--- config.mk ---
export PLATFORM = sky130hd
export DESIGN_NAME = auto_rate_fallback_selector_core_flat
export DESIGN_NICKNAME = d
export VERILOG_FILES = /design/src/rtl/arf_pkg.sv /design/src/rtl/arf_status_if.sv /design/src/rtl/arf_plan_if.sv /design/src/rtl/arf_in_stage.sv /design/src/rtl/arf_rate_ctrl.sv /design/src/rtl/arf_out_reg.sv /design/src/rtl/auto_rate_fallback_selector_core.sv /design/src/flat_wrapper.sv
export VERILOG_INCLUDE_DIRS = /design/src /design/src/rtl
export SDC_FILE = /design/constraint.sdc
export NUM_CORES = 1
export LEC_CHECK = 0
export BUFFER_PORTS_ARGS = -buffer_cell sky130_fd_sc_hd__buf_2
export CAP_MARGIN = 20
export CORE_MARGIN = 2
export CORE_UTILIZATION = 40
export DETAILED_ROUTE_END_ITERATION = 6
export GPL_ROUTABILITY_DRIVEN = 0
export PLACE_DENSITY = 0.54
export RECOVER_POWER = 50
export SLEW_MARGIN = 20
export SYNTH_ARGS = -nofsm -noshare
export SYNTH_HDL_FRONTEND = slang
export SYNTH_SLANG_ARGS = --single-unit
--- constraint.sdc ---
create_clock -name i_clk -period 4.5 [get_ports i_clk]
set_input_delay 0 -clock i_clk [delete_from_list [all_inputs] [get_ports i_clk]]
set_output_delay 0 -clock i_clk [all_outputs]
set_load 0.02 [all_outputs]
--- src/rtl/assert_macros.svh ---
// ----------------------------------------------------------------------------
// Assertion macros
// Shared concurrent assertion forms, clocked on i_clk and disabled in reset.
// ----------------------------------------------------------------------------
`ifndef ASSERT_MACROS_SVH
`define ASSERT_MACROS_SVH

// Property must hold at every edge outside reset.
`define ASSERT_ALWAYS(label, prop, msg) \
    label: assert property (@(posedge i_clk) disable iff (!i_rst_n) (prop)) \
        else $error(msg);

// Consequent must hold on the edge after the antecedent.
`define ASSERT_NEXT(label, ante, cons, msg) \
    label: assert property (@(posedge i_clk) disable iff (!i_rst_n) \
        (ante) |=> (cons)) else $error(msg);

`endif

--- src/rtl/arf_pkg.sv ---
// ----------------------------------------------------------------------------
// arf_pkg
// Types, constants and helpers for the auto rate fallback selector.
// ----------------------------------------------------------------------------
`timescale 1ns / 1ps

package arf_pkg;

    localparam int DEF_NUM_RATES  = 8;
    localparam int CNT_W          = 8;
    localparam int CFG_DATA_W     = 8;
    localparam int CFG_IDX_W      = 2;

    localparam logic [7:0] RST_SUCC_THR = 8'd10;
    localparam logic [7:0] RST_FAIL_THR = 8'd2;
    localparam logic [3:0] RST_RETRY    = 4'd7;
    localparam logic [2:0] RST_LOWEST   = 3'd0;

    typedef enum logic [CFG_IDX_W-1:0] {
        CFG_SUCC_THR = 2'd0,
        CFG_FAIL_THR = 2'd1,
        CFG_RETRY    = 2'd2,
        CFG_LOWEST   = 2'd3
    } t_cfg_idx;

    typedef enum logic [1:0] {
        MOVE_NONE = 2'd0,
        MOVE_DOWN = 2'd1,
        MOVE_UP   = 2'd2
    } t_move;

    typedef struct packed {
        logic [7:0] succ_thr;
        logic [7:0] fail_thr;
        logic [3:0] retry_limit;
        logic [2:0] lowest_rate;
    } t_cfg;

    typedef struct packed {
        logic acked;
        logic later_stage_used;
        logic min_rate_frame;
    } t_status;

    typedef struct packed {
        logic [2:0] first_rate;
        logic [2:0] fallback_rate;
        logic [3:0] fallback_tries;
        t_move      rate_move;
    } t_plan;

    function automatic logic [CNT_W-1:0] f_sat_inc(input logic [CNT_W-1:0] v);
        return (v == {CNT_W{1'b1}}) ? v : v + CNT_W'(1);
    endfunction

endpackage

--- src/rtl/arf_status_if.sv ---
// ----------------------------------------------------------------------------
// arf_status_if
// Transmit-status word channel: valid/ready with report flags.
// ----------------------------------------------------------------------------
`timescale 1ns / 1ps

interface arf_status_if;
    logic valid;
    logic ready;
    logic acked;
    logic later_stage_used;
    logic min_rate_frame;

    modport source (output valid, acked, later_stage_used, min_rate_frame, input ready);
    modport sink   (input valid, acked, later_stage_used, min_rate_frame, output ready);
endinterface

--- src/rtl/arf_plan_if.sv ---
// ----------------------------------------------------------------------------
// arf_plan_if
// Rate plan word channel: valid/ready with plan fields.
// ----------------------------------------------------------------------------
`timescale 1ns / 1ps

interface arf_plan_if;
    logic       valid;
    logic       ready;
    logic [2:0] first_rate;
    logic [2:0] fallback_rate;
    logic [3:0] fallback_tries;
    logic [1:0] rate_move;

    modport source (output valid, first_rate, fallback_rate, fallback_tries, rate_move,
                    input ready);
    modport sink   (input valid, first_rate, fallback_rate, fallback_tries, rate_move,
                    output ready);
endinterface

--- src/rtl/arf_in_stage.sv ---
// ----------------------------------------------------------------------------
// arf_in_stage
// Input register for status words; refills in the cycle it drains.
// ----------------------------------------------------------------------------
`timescale 1ns / 1ps

module arf_in_stage
    import arf_pkg::*;
(
    input  logic          i_clk,
    input  logic          i_rst_n,
    arf_status_if.sink    s_in,
    input  logic          i_take,
    output logic          o_valid,
    output t_status       o_word
);

    logic    r_valid;
    t_status r_word;
    logic    accept;

    assign s_in.ready = !r_valid || i_take;
    assign accept     = s_in.valid && s_in.ready;

    always_ff @(posedge i_clk) begin
        if (!i_rst_n) begin
            r_valid <= 1'b0;
        end else begin
            r_valid <= accept || (r_valid && !i_take);
        end
    end

    always_ff @(posedge i_clk) begin
        if (accept) begin
            r_word <= '{acked:            s_in.acked,
                        later_stage_used: s_in.later_stage_used,
                        min_rate_frame:   s_in.min_rate_frame};
        end
    end

    assign o_valid = r_valid;
    assign o_word  = r_word;

endmodule

--- src/rtl/arf_rate_ctrl.sv ---
// ----------------------------------------------------------------------------
// arf_rate_ctrl
// Current rate and per-rate success/failure counters; at most one update per word, none for min_rate_frame words.
// ----------------------------------------------------------------------------
`timescale 1ns / 1ps

module arf_rate_ctrl
    import arf_pkg::*;
#(
    parameter int NUM_RATES = DEF_NUM_RATES
) (
    input  logic                         i_clk,
    input  logic                         i_rst_n,
    input  logic                         i_fire,
    input  t_status                      i_word,
    input  t_cfg                         i_cfg,
    output t_plan                        o_plan,
    output logic [$clog2(NUM_RATES)-1:0] o_cur_rate
);

    localparam int RW = $clog2(NUM_RATES);
    localparam int LW = (RW > 3) ? RW : 3;

    logic [RW-1:0]    r_cur;
    logic [RW-1:0]    n_cur;
    logic [CNT_W-1:0] r_succ [NUM_RATES];
    logic [CNT_W-1:0] r_fail [NUM_RATES];

    logic [CNT_W-1:0] sc;
    logic [CNT_W-1:0] fc;
    logic [CNT_W-1:0] sc_new;
    logic [CNT_W-1:0] fc_new;
    logic [CNT_W-1:0] preset_val;
    logic             preset_en;
    logic [RW-1:0]    cr_up;
    logic             at_low;
    logic             at_top;
    logic             at_bot;
    logic             update;
    t_move            move;
    logic [LW-1:0]    cur_ext;

    assign update = i_fire && !i_word.min_rate_frame;

    always_comb begin
        sc         = r_succ[r_cur];
        fc         = r_fail[r_cur];
        at_low     = (LW'(r_cur) == LW'(i_cfg.lowest_rate));
        at_top     = (r_cur == RW'(NUM_RATES - 1));
        at_bot     = (r_cur == '0);
        cr_up      = r_cur + RW'(1);
        preset_val = (i_cfg.fail_thr == '0) ? '0 : i_cfg.fail_thr - 8'd1;
        preset_en  = 1'b0;
        n_cur      = r_cur;
        move       = MOVE_NONE;
        if (i_word.later_stage_used) begin
            sc_new = at_low ? CNT_W'(i_word.acked) : '0;
            fc_new = at_low ? fc : f_sat_inc(fc);
            if (fc_new >= i_cfg.fail_thr) begin
                fc_new = '0;
                if (!at_bot) begin
                    n_cur = r_cur - RW'(1);
                    move  = MOVE_DOWN;
                end
            end
        end else begin
            fc_new = '0;
            sc_new = f_sat_inc(sc);
            if (sc_new >= i_cfg.succ_thr) begin
                sc_new = '0;
                if (!at_top) begin
                    n_cur     = cr_up;
                    move      = MOVE_UP;
                    preset_en = 1'b1;
                end
            end
        end
    end

    always_ff @(posedge i_clk) begin
        if (!i_rst_n) begin
            r_cur <= '0;
            for (int i = 0; i < NUM_RATES; i++) begin
                r_succ[i] <= '0;
                r_fail[i] <= '0;
            end
        end else if (update) begin
            r_cur         <= n_cur;
            r_succ[r_cur] <= sc_new;
            r_fail[r_cur] <= fc_new;
            if (preset_en) begin
                r_fail[cr_up] <= preset_val;
            end
        end
    end

    assign cur_ext = LW'(n_cur);

    assign o_plan = '{first_rate:     cur_ext[2:0],
                      fallback_rate:  i_cfg.lowest_rate,
                      fallback_tries: i_cfg.retry_limit,
                      rate_move:      move};

    assign o_cur_rate = r_cur;

endmodule

--- src/rtl/arf_out_reg.sv ---
// ----------------------------------------------------------------------------
// arf_out_reg
// Result register driving the plan channel.
// ----------------------------------------------------------------------------
`timescale 1ns / 1ps

module arf_out_reg
    import arf_pkg::*;
(
    input  logic        i_clk,
    input  logic        i_rst_n,
    input  logic        i_load,
    input  t_plan       i_plan,
    arf_plan_if.source  m_out,
    output logic        o_space
);

    logic  r_valid;
    t_plan r_plan;

    assign o_space = !r_valid || m_out.ready;

    always_ff @(posedge i_clk) begin
        if (!i_rst_n) begin
            r_valid <= 1'b0;
        end else if (o_space) begin
            r_valid <= i_load;
        end
    end

    always_ff @(posedge i_clk) begin
        if (i_load && o_space) begin
            r_plan <= i_plan;
        end
    end

    assign m_out.valid          = r_valid;
    assign m_out.first_rate     = r_plan.first_rate;
    assign m_out.fallback_rate  = r_plan.fallback_rate;
    assign m_out.fallback_tries = r_plan.fallback_tries;
    assign m_out.rate_move      = r_plan.rate_move;

endmodule

--- src/rtl/auto_rate_fallback_selector_core.sv ---
// ----------------------------------------------------------------------------
// auto_rate_fallback_selector_core
// Adapted ARF rate selector: one status word in, at most one rate plan word out.
//
//  channel    dir  fields
//  i_status   in   acked, later_stage_used, min_rate_frame
//  o_plan     out  first_rate, fallback_rate, fallback_tries, rate_move
//  i_cfg_*    in   we, idx (0..3), data (8 bits)
//
// One word per cycle sustained while o_plan is ready.
// The rate/counter update is combinational between the input and result registers.
// Words with min_rate_frame set drain without producing a plan word, even on a stall.
// Other words hold the input register on a stall; reset clears all counters at once.
// ----------------------------------------------------------------------------
`timescale 1ns / 1ps

`include "assert_macros.svh"

module auto_rate_fallback_selector_core
    import arf_pkg::*;
#(
    parameter int NUM_RATES = DEF_NUM_RATES
) (
    input  logic                  i_clk,
    input  logic                  i_rst_n,
    input  logic                  i_cfg_we,
    input  logic [CFG_IDX_W-1:0]  i_cfg_idx,
    input  logic [CFG_DATA_W-1:0] i_cfg_data,
    arf_status_if.sink            i_status,
    arf_plan_if.source            o_plan
);

    localparam int RW = $clog2(NUM_RATES);

    t_cfg          r_cfg;
    logic          in_valid;
    t_status       in_word;
    logic          space;
    logic          take;
    logic          fire;
    t_plan         plan;
    logic [RW-1:0] cur_rate;

    always_ff @(posedge i_clk) begin
        if (!i_rst_n) begin
            r_cfg <= '{succ_thr:    RST_SUCC_THR,
                       fail_thr:    RST_FAIL_THR,
                       retry_limit: RST_RETRY,
                       lowest_rate: RST_LOWEST};
        end else if (i_cfg_we) begin
            case (t_cfg_idx'(i_cfg_idx))
                CFG_SUCC_THR: r_cfg.succ_thr    <= i_cfg_data;
                CFG_FAIL_THR: r_cfg.fail_thr    <= i_cfg_data;
                CFG_RETRY:    r_cfg.retry_limit <= i_cfg_data[3:0];
                CFG_LOWEST:   r_cfg.lowest_rate <= i_cfg_data[2:0];
                default:      r_cfg             <= r_cfg;
            endcase
        end
    end

    assign take = in_valid && (in_word.min_rate_frame || space);
    assign fire = take;

    arf_in_stage u_in (
        .i_clk   (i_clk),
        .i_rst_n (i_rst_n),
        .s_in    (i_status),
        .i_take  (take),
        .o_valid (in_valid),
        .o_word  (in_word)
    );

    arf_rate_ctrl #(
        .NUM_RATES (NUM_RATES)
    ) u_ctrl (
        .i_clk      (i_clk),
        .i_rst_n    (i_rst_n),
        .i_fire     (fire),
        .i_word     (in_word),
        .i_cfg      (r_cfg),
        .o_plan     (plan),
        .o_cur_rate (cur_rate)
    );

    arf_out_reg u_out (
        .i_clk   (i_clk),
        .i_rst_n (i_rst_n),
        .i_load  (fire && !in_word.min_rate_frame),
        .i_plan  (plan),
        .m_out   (o_plan),
        .o_space (space)
    );

    `ASSERT_ALWAYS(a_rate_in_range, cur_rate <= RW'(NUM_RATES - 1), "rate out of range")
    `ASSERT_NEXT(a_counted_emits, fire && !in_word.min_rate_frame, o_plan.valid, "plan lost")
    `ASSERT_NEXT(a_ignored_holds, fire && in_word.min_rate_frame, $stable(cur_rate),
        "ignored word moved rate")

endmodule
--- src/flat_wrapper.sv ---
// flat-port wrapper written by rule: the top's interface ports become plain ports
module auto_rate_fallback_selector_core_flat import arf_pkg::*;
#(
    parameter int NUM_RATES = DEF_NUM_RATES
)
  (i_clk, i_rst_n, i_cfg_we, i_cfg_idx, i_cfg_data, i_status_valid, i_status_acked, i_status_later_stage_used, i_status_min_rate_frame, i_status_ready, o_plan_valid, o_plan_first_rate, o_plan_fallback_rate, o_plan_fallback_tries, o_plan_rate_move, o_plan_ready);
  arf_status_if i_status_i ();
  arf_plan_if o_plan_i ();
  input  logic i_clk;
  input  logic i_rst_n;
  input  logic i_cfg_we;
  input  logic [CFG_IDX_W-1:0] i_cfg_idx;
  input  logic [CFG_DATA_W-1:0] i_cfg_data;
  input wire logic [$bits(i_status_i.valid)-1:0] i_status_valid;
  input wire logic [$bits(i_status_i.acked)-1:0] i_status_acked;
  input wire logic [$bits(i_status_i.later_stage_used)-1:0] i_status_later_stage_used;
  input wire logic [$bits(i_status_i.min_rate_frame)-1:0] i_status_min_rate_frame;
  output wire logic [$bits(i_status_i.ready)-1:0] i_status_ready;
  output wire logic [$bits(o_plan_i.valid)-1:0] o_plan_valid;
  output wire logic [$bits(o_plan_i.first_rate)-1:0] o_plan_first_rate;
  output wire logic [$bits(o_plan_i.fallback_rate)-1:0] o_plan_fallback_rate;
  output wire logic [$bits(o_plan_i.fallback_tries)-1:0] o_plan_fallback_tries;
  output wire logic [$bits(o_plan_i.rate_move)-1:0] o_plan_rate_move;
  input wire logic [$bits(o_plan_i.ready)-1:0] o_plan_ready;
  assign i_status_i.valid = i_status_valid;
  assign i_status_i.acked = i_status_acked;
  assign i_status_i.later_stage_used = i_status_later_stage_used;
  assign i_status_i.min_rate_frame = i_status_min_rate_frame;
  assign i_status_ready = i_status_i.ready;
  assign o_plan_valid = o_plan_i.valid;
  assign o_plan_first_rate = o_plan_i.first_rate;
  assign o_plan_fallback_rate = o_plan_i.fallback_rate;
  assign o_plan_fallback_tries = o_plan_i.fallback_tries;
  assign o_plan_rate_move = o_plan_i.rate_move;
  assign o_plan_i.ready = o_plan_ready;
  auto_rate_fallback_selector_core #(.NUM_RATES(NUM_RATES)) u_core (.i_clk(i_clk), .i_rst_n(i_rst_n), .i_cfg_we(i_cfg_we), .i_cfg_idx(i_cfg_idx), .i_cfg_data(i_cfg_data), .i_status(i_status_i), .o_plan(o_plan_i));
endmodule
==> flow_summary.yaml <==
finish:
  area_delta_synth_final_pct: 16.4
  nNetsFinal: 873
  fin_area_mm2: 0.0105
  n_antenna_cell: 0
  drive_gt1_share_pct: 21.6
global_route:
  first_global_vias: 6403
  antenna_found_initial: 0
  grt_max_degree: 29
  gr-total-overflow: 0
  grt_first_pass_wirelength_mm: 37.6
  grt_usage_pct: 21.1
cts:
  numCtsBuffers: 17
  cts_tree: "done"
  cts_sinks: 174
  path_clk_slew_ns: 0.07
  cts-root-buf: "clkbuf_16"
  htreeDepth: 4
  clkLatencyLatePin_ns: 0.43
  cts.path.max_buffers: 2
yosys:
  synthArstFlopShare_pct: 0
  synth.most_common_cell: "edfxtp_1"
  seq_area_frac_synth_pct: 54.7
  synth_cells: 752
  synth_area_leaders: "edfxtp_1, mux4_2, dfxtp_1"
  yosysTopAreaCellShare_pct: 47.8
  synth_top_area_cell: "edfxtp_1"
  ys_top_cells_by_count: "edfxtp_1, nor2_1, nand2_1"
  synth_ff_type: "edfxtp_1"
  syn_area_mm2: 0.00898
  yosys_warnings: 0
  ys_types: 57
  syn_nets: 794
  synth_seq_cells: 174
  synth.avg_cell_area_um2: 11.9
  synth_enable_flop_cells: 143
worst_hold_path:
  min_path_type: "in2reg"
  min_to: "u_core.r_cfg[0]$_SDFFE_PN0P_"
  hold_depth: 4
  hp-start: "i_cfg_idx[1]"
die:
  die_x_um: 154
  die_y_um: 154
  die_area_mm2: 0.0237
  placementRows: 54
  num_io_pins: 32
  coreArea_mm2: 0.0220
  initial_core_util_pct: 40.9
sta:
  hold_viol: 0
  fin_crit_ns: 4.31
  setup_violations: 0
  finalMaxSlewViolations: 0
  clock_skew_ns: 0.0134
  relSlewSlack_pct: 31.7
  timing.final.crit_share_pct: 95.9
  worst_slew_pin_slew_ns: 1.02
  fmax_mhz: 232
setup_path:
  cp-end-kind: "flip-flop"
  crit_family: "simple AND/OR/NAND/NOR gates"
  r2r_cells: 15
  ff2ff_setup_slack_ns: 0.19
  cp-start-kind: "flip-flop"
  critical_path_buf_inv_count: 4
  path_max_fanout: 19
  path_cells: "buf_12 > buf_4 > mux4_2 > mux2_2 > nor3b_1 > or4_4 > nand2_8 > inv_1 > ha_1 > nand4_1 > o211ai_1 > buf_4 > nand3_2 > or3_1 > a41oi_1"
  cpMostUsedCell: "buf_4"
  r2r-end: "u_core.u_ctrl.o_cur_rate[1]$_SDFFE_PN0P_"
  cp_data_arrival_time_ns: 4.65
  crit_slowest_cell: "mux4_2"
  criticalPathCategory: "reg2reg"
  required_ns: 4.83
  critical-path-max-stage-delay_ns: 0.53
route:
  drt_iter0_markers: 671
  vias: 6492
  wl_per_cell_um: 21.6
  first_pass_iters: 6
  totalWireLength_mm: 24.3
  drc: 0
  via_per_inst: 5.78
  ant_nets: 0
status:
  status: "completed"
power:
  combPwrFrac_pct: 13.5
  clkPwrFrac_pct: 38.1
  power.density_mw_per_mm2: 361
  p_switching_mw: 1.05
  leakage_nw: 3.87
  internal_power_mw: 2.73
  power_mw: 3.78
  ir_drop_mv: 0.263
  switching_share_pct: 27.7
  pwr-share-seq_pct: 48.3
placement:
  io_buffers: 31
  hpwl_mm: 18.3
  post_dp_cell_area_mm2: 0.00961
run:
  maxCapViolCount: 0
-- power by group through the flow --
stage | combinational [mW] | sequential (mW) | clock [mW]
3_5_place_dp | 0.479 | 1.86 | 0
5_1_grt | 0.554 | 1.83 | 1.52
6_report | 0.510 | 1.83 | 1.44
3_3_place_gp | 0.474 | 1.86 | 0
2_1_floorplan | 0.309 | 1.85 | 0
4_1_cts | 0.493 | 1.83 | 1.46
-- metrics by stage --
step / TNS, ns / util, % / setup WS [ns] / hold slack (ns) / cells
6_report: 0 / 47.6 / 0.186 / 0.0534 / 1124
5_1_grt: -0.00744 / 47.6 / -0.00372 / 0.0717 / 1124
4_1_cts: -0.508 / 47.2 / -0.0654 / 0.0412 / 1120
3_5_place_dp: -0.101 / 43.8 / -0.0342 / 0.182 / 1072
3_3_place_gp: 0 / 43.8 / 0.0783 / 0.178 / 1072
2_1_floorplan: 0 / - / 0.0834 / 0.0989 / 752
-- sequential cells by signal, indices dropped and copies added, names as in the netlist, named ones only --
register and cells:
u_core.u_ctrl.r_succ 64, u_core.u_ctrl.o_cur_rate 3, u_core.u_out.m_out.first_rate 3, u_core.r_cfg 23
u_core.u_in.o_valid 1, u_core.u_out.m_out.fallback_tries 4, u_core.u_out.m_out.fallback_rate 3, u_core.u_ctrl.r_fail 64
u_core.u_out.m_out.valid 1, u_core.u_out.m_out.rate_move 2, u_core.u_in.o_word 3
-- worst max-delay path by stage --
stage | start | endpoint | slack [ns] | depth (start not counted)
2_1_floorplan | flip-flop | u_core.u_ctrl.r_fail[2][1]$_DFFE_PP_ | 0.08 | 19
3_3_place_gp | flip-flop | u_core.u_ctrl.r_fail[2][1]$_DFFE_PP_ | 0.08 | 17
3_5_place_dp | flip-flop | u_core.u_ctrl.r_fail[2][1]$_DFFE_PP_ | -0.03 | 16
4_1_cts | flip-flop | u_core.u_ctrl.r_fail[0][5]$_DFFE_PP_ | -0.07 | 16
5_1_grt | flip-flop | u_core.u_ctrl.o_cur_rate[1]$_SDFFE_PN0P_ | -0.004 | 15
6_report | flip-flop | u_core.u_ctrl.o_cur_rate[1]$_SDFFE_PN0P_ | 0.19 | 15
-- tightest hold or removal path, stage by stage --
cell and delay [ns]:
buf_2 0.12, nand3_1 0.17, mux2i_1 0.10, nor2_1 0.07
-- layer usage --
layer  global-route usage [%]  share of wire [%]
met1                     28.6                 42
met4                     5.16                1.1
met5                        0                  0
met3                     4.93                8.5
met2                     34.7                 49
-- layout by cell type, fill, tap and decap left out, types with 6 or more instances in the layout --
cell type	netlist	final
nand2_1	76	71
dlygate4sd3_1	0	16
clkbuf_16	0	17
o22ai_1	64	63
ha_1	24	24
mux4_2	32	32
dfxtp_1	31	30
a21oi_1	15	15
mux2i_1	31	30
nand3_1	44	40
nor2_2	8	9
nor3_1	9	9
nand4_1	7	7
clkbuf_1	12	14
edfxtp_1	143	143
nor2_1	102	101
mux2_2	14	14
inv_1	40	40
buf_4	5	40
nand3_2	2	6
xnor2_1	7	7
buf_2	5	16
o21ai_0	8	8
-- what timing repair did --
| action | CTS | global route |
|---|---|---|
| pin swaps | 0 | 1 |
| buffers inserted | 0 | 4 |
| gates resized for setup | 1 | 24 |
| endpoints found under the hold margin | 31 | 0 |
| hold buffers | 16 | 0 |
| setup endpoints to repair | 27 | 186 |
-- logic make-up after synthesis --
kind of cell	count (synthesis)	share of synthesized area, %
multiplexers	81	13.9
adder cells (fa/ha/maj)	24	3.34
buffers and inverters	70	3.79
XOR/XNOR	14	1.87
flip-flops	174	54.7
AO/OA/AOI/OAI	109	7.94
AND/OR/NAND/NOR	280	14.4
-- layout make-up --
type / count / area [um^2]
Fill cell: 1944 / 11500
Sequential cell: 174 / 4920
Multi-Input combinational cell: 508 / 3800
Timing Repair Buffer: 90 / 649
Clock buffer: 17 / 425
Tap cell: 280 / 350
Clock inverter: 15 / 153
Inverter: 40 / 150
No activity file was read; power rests on OpenSTA's default activity.
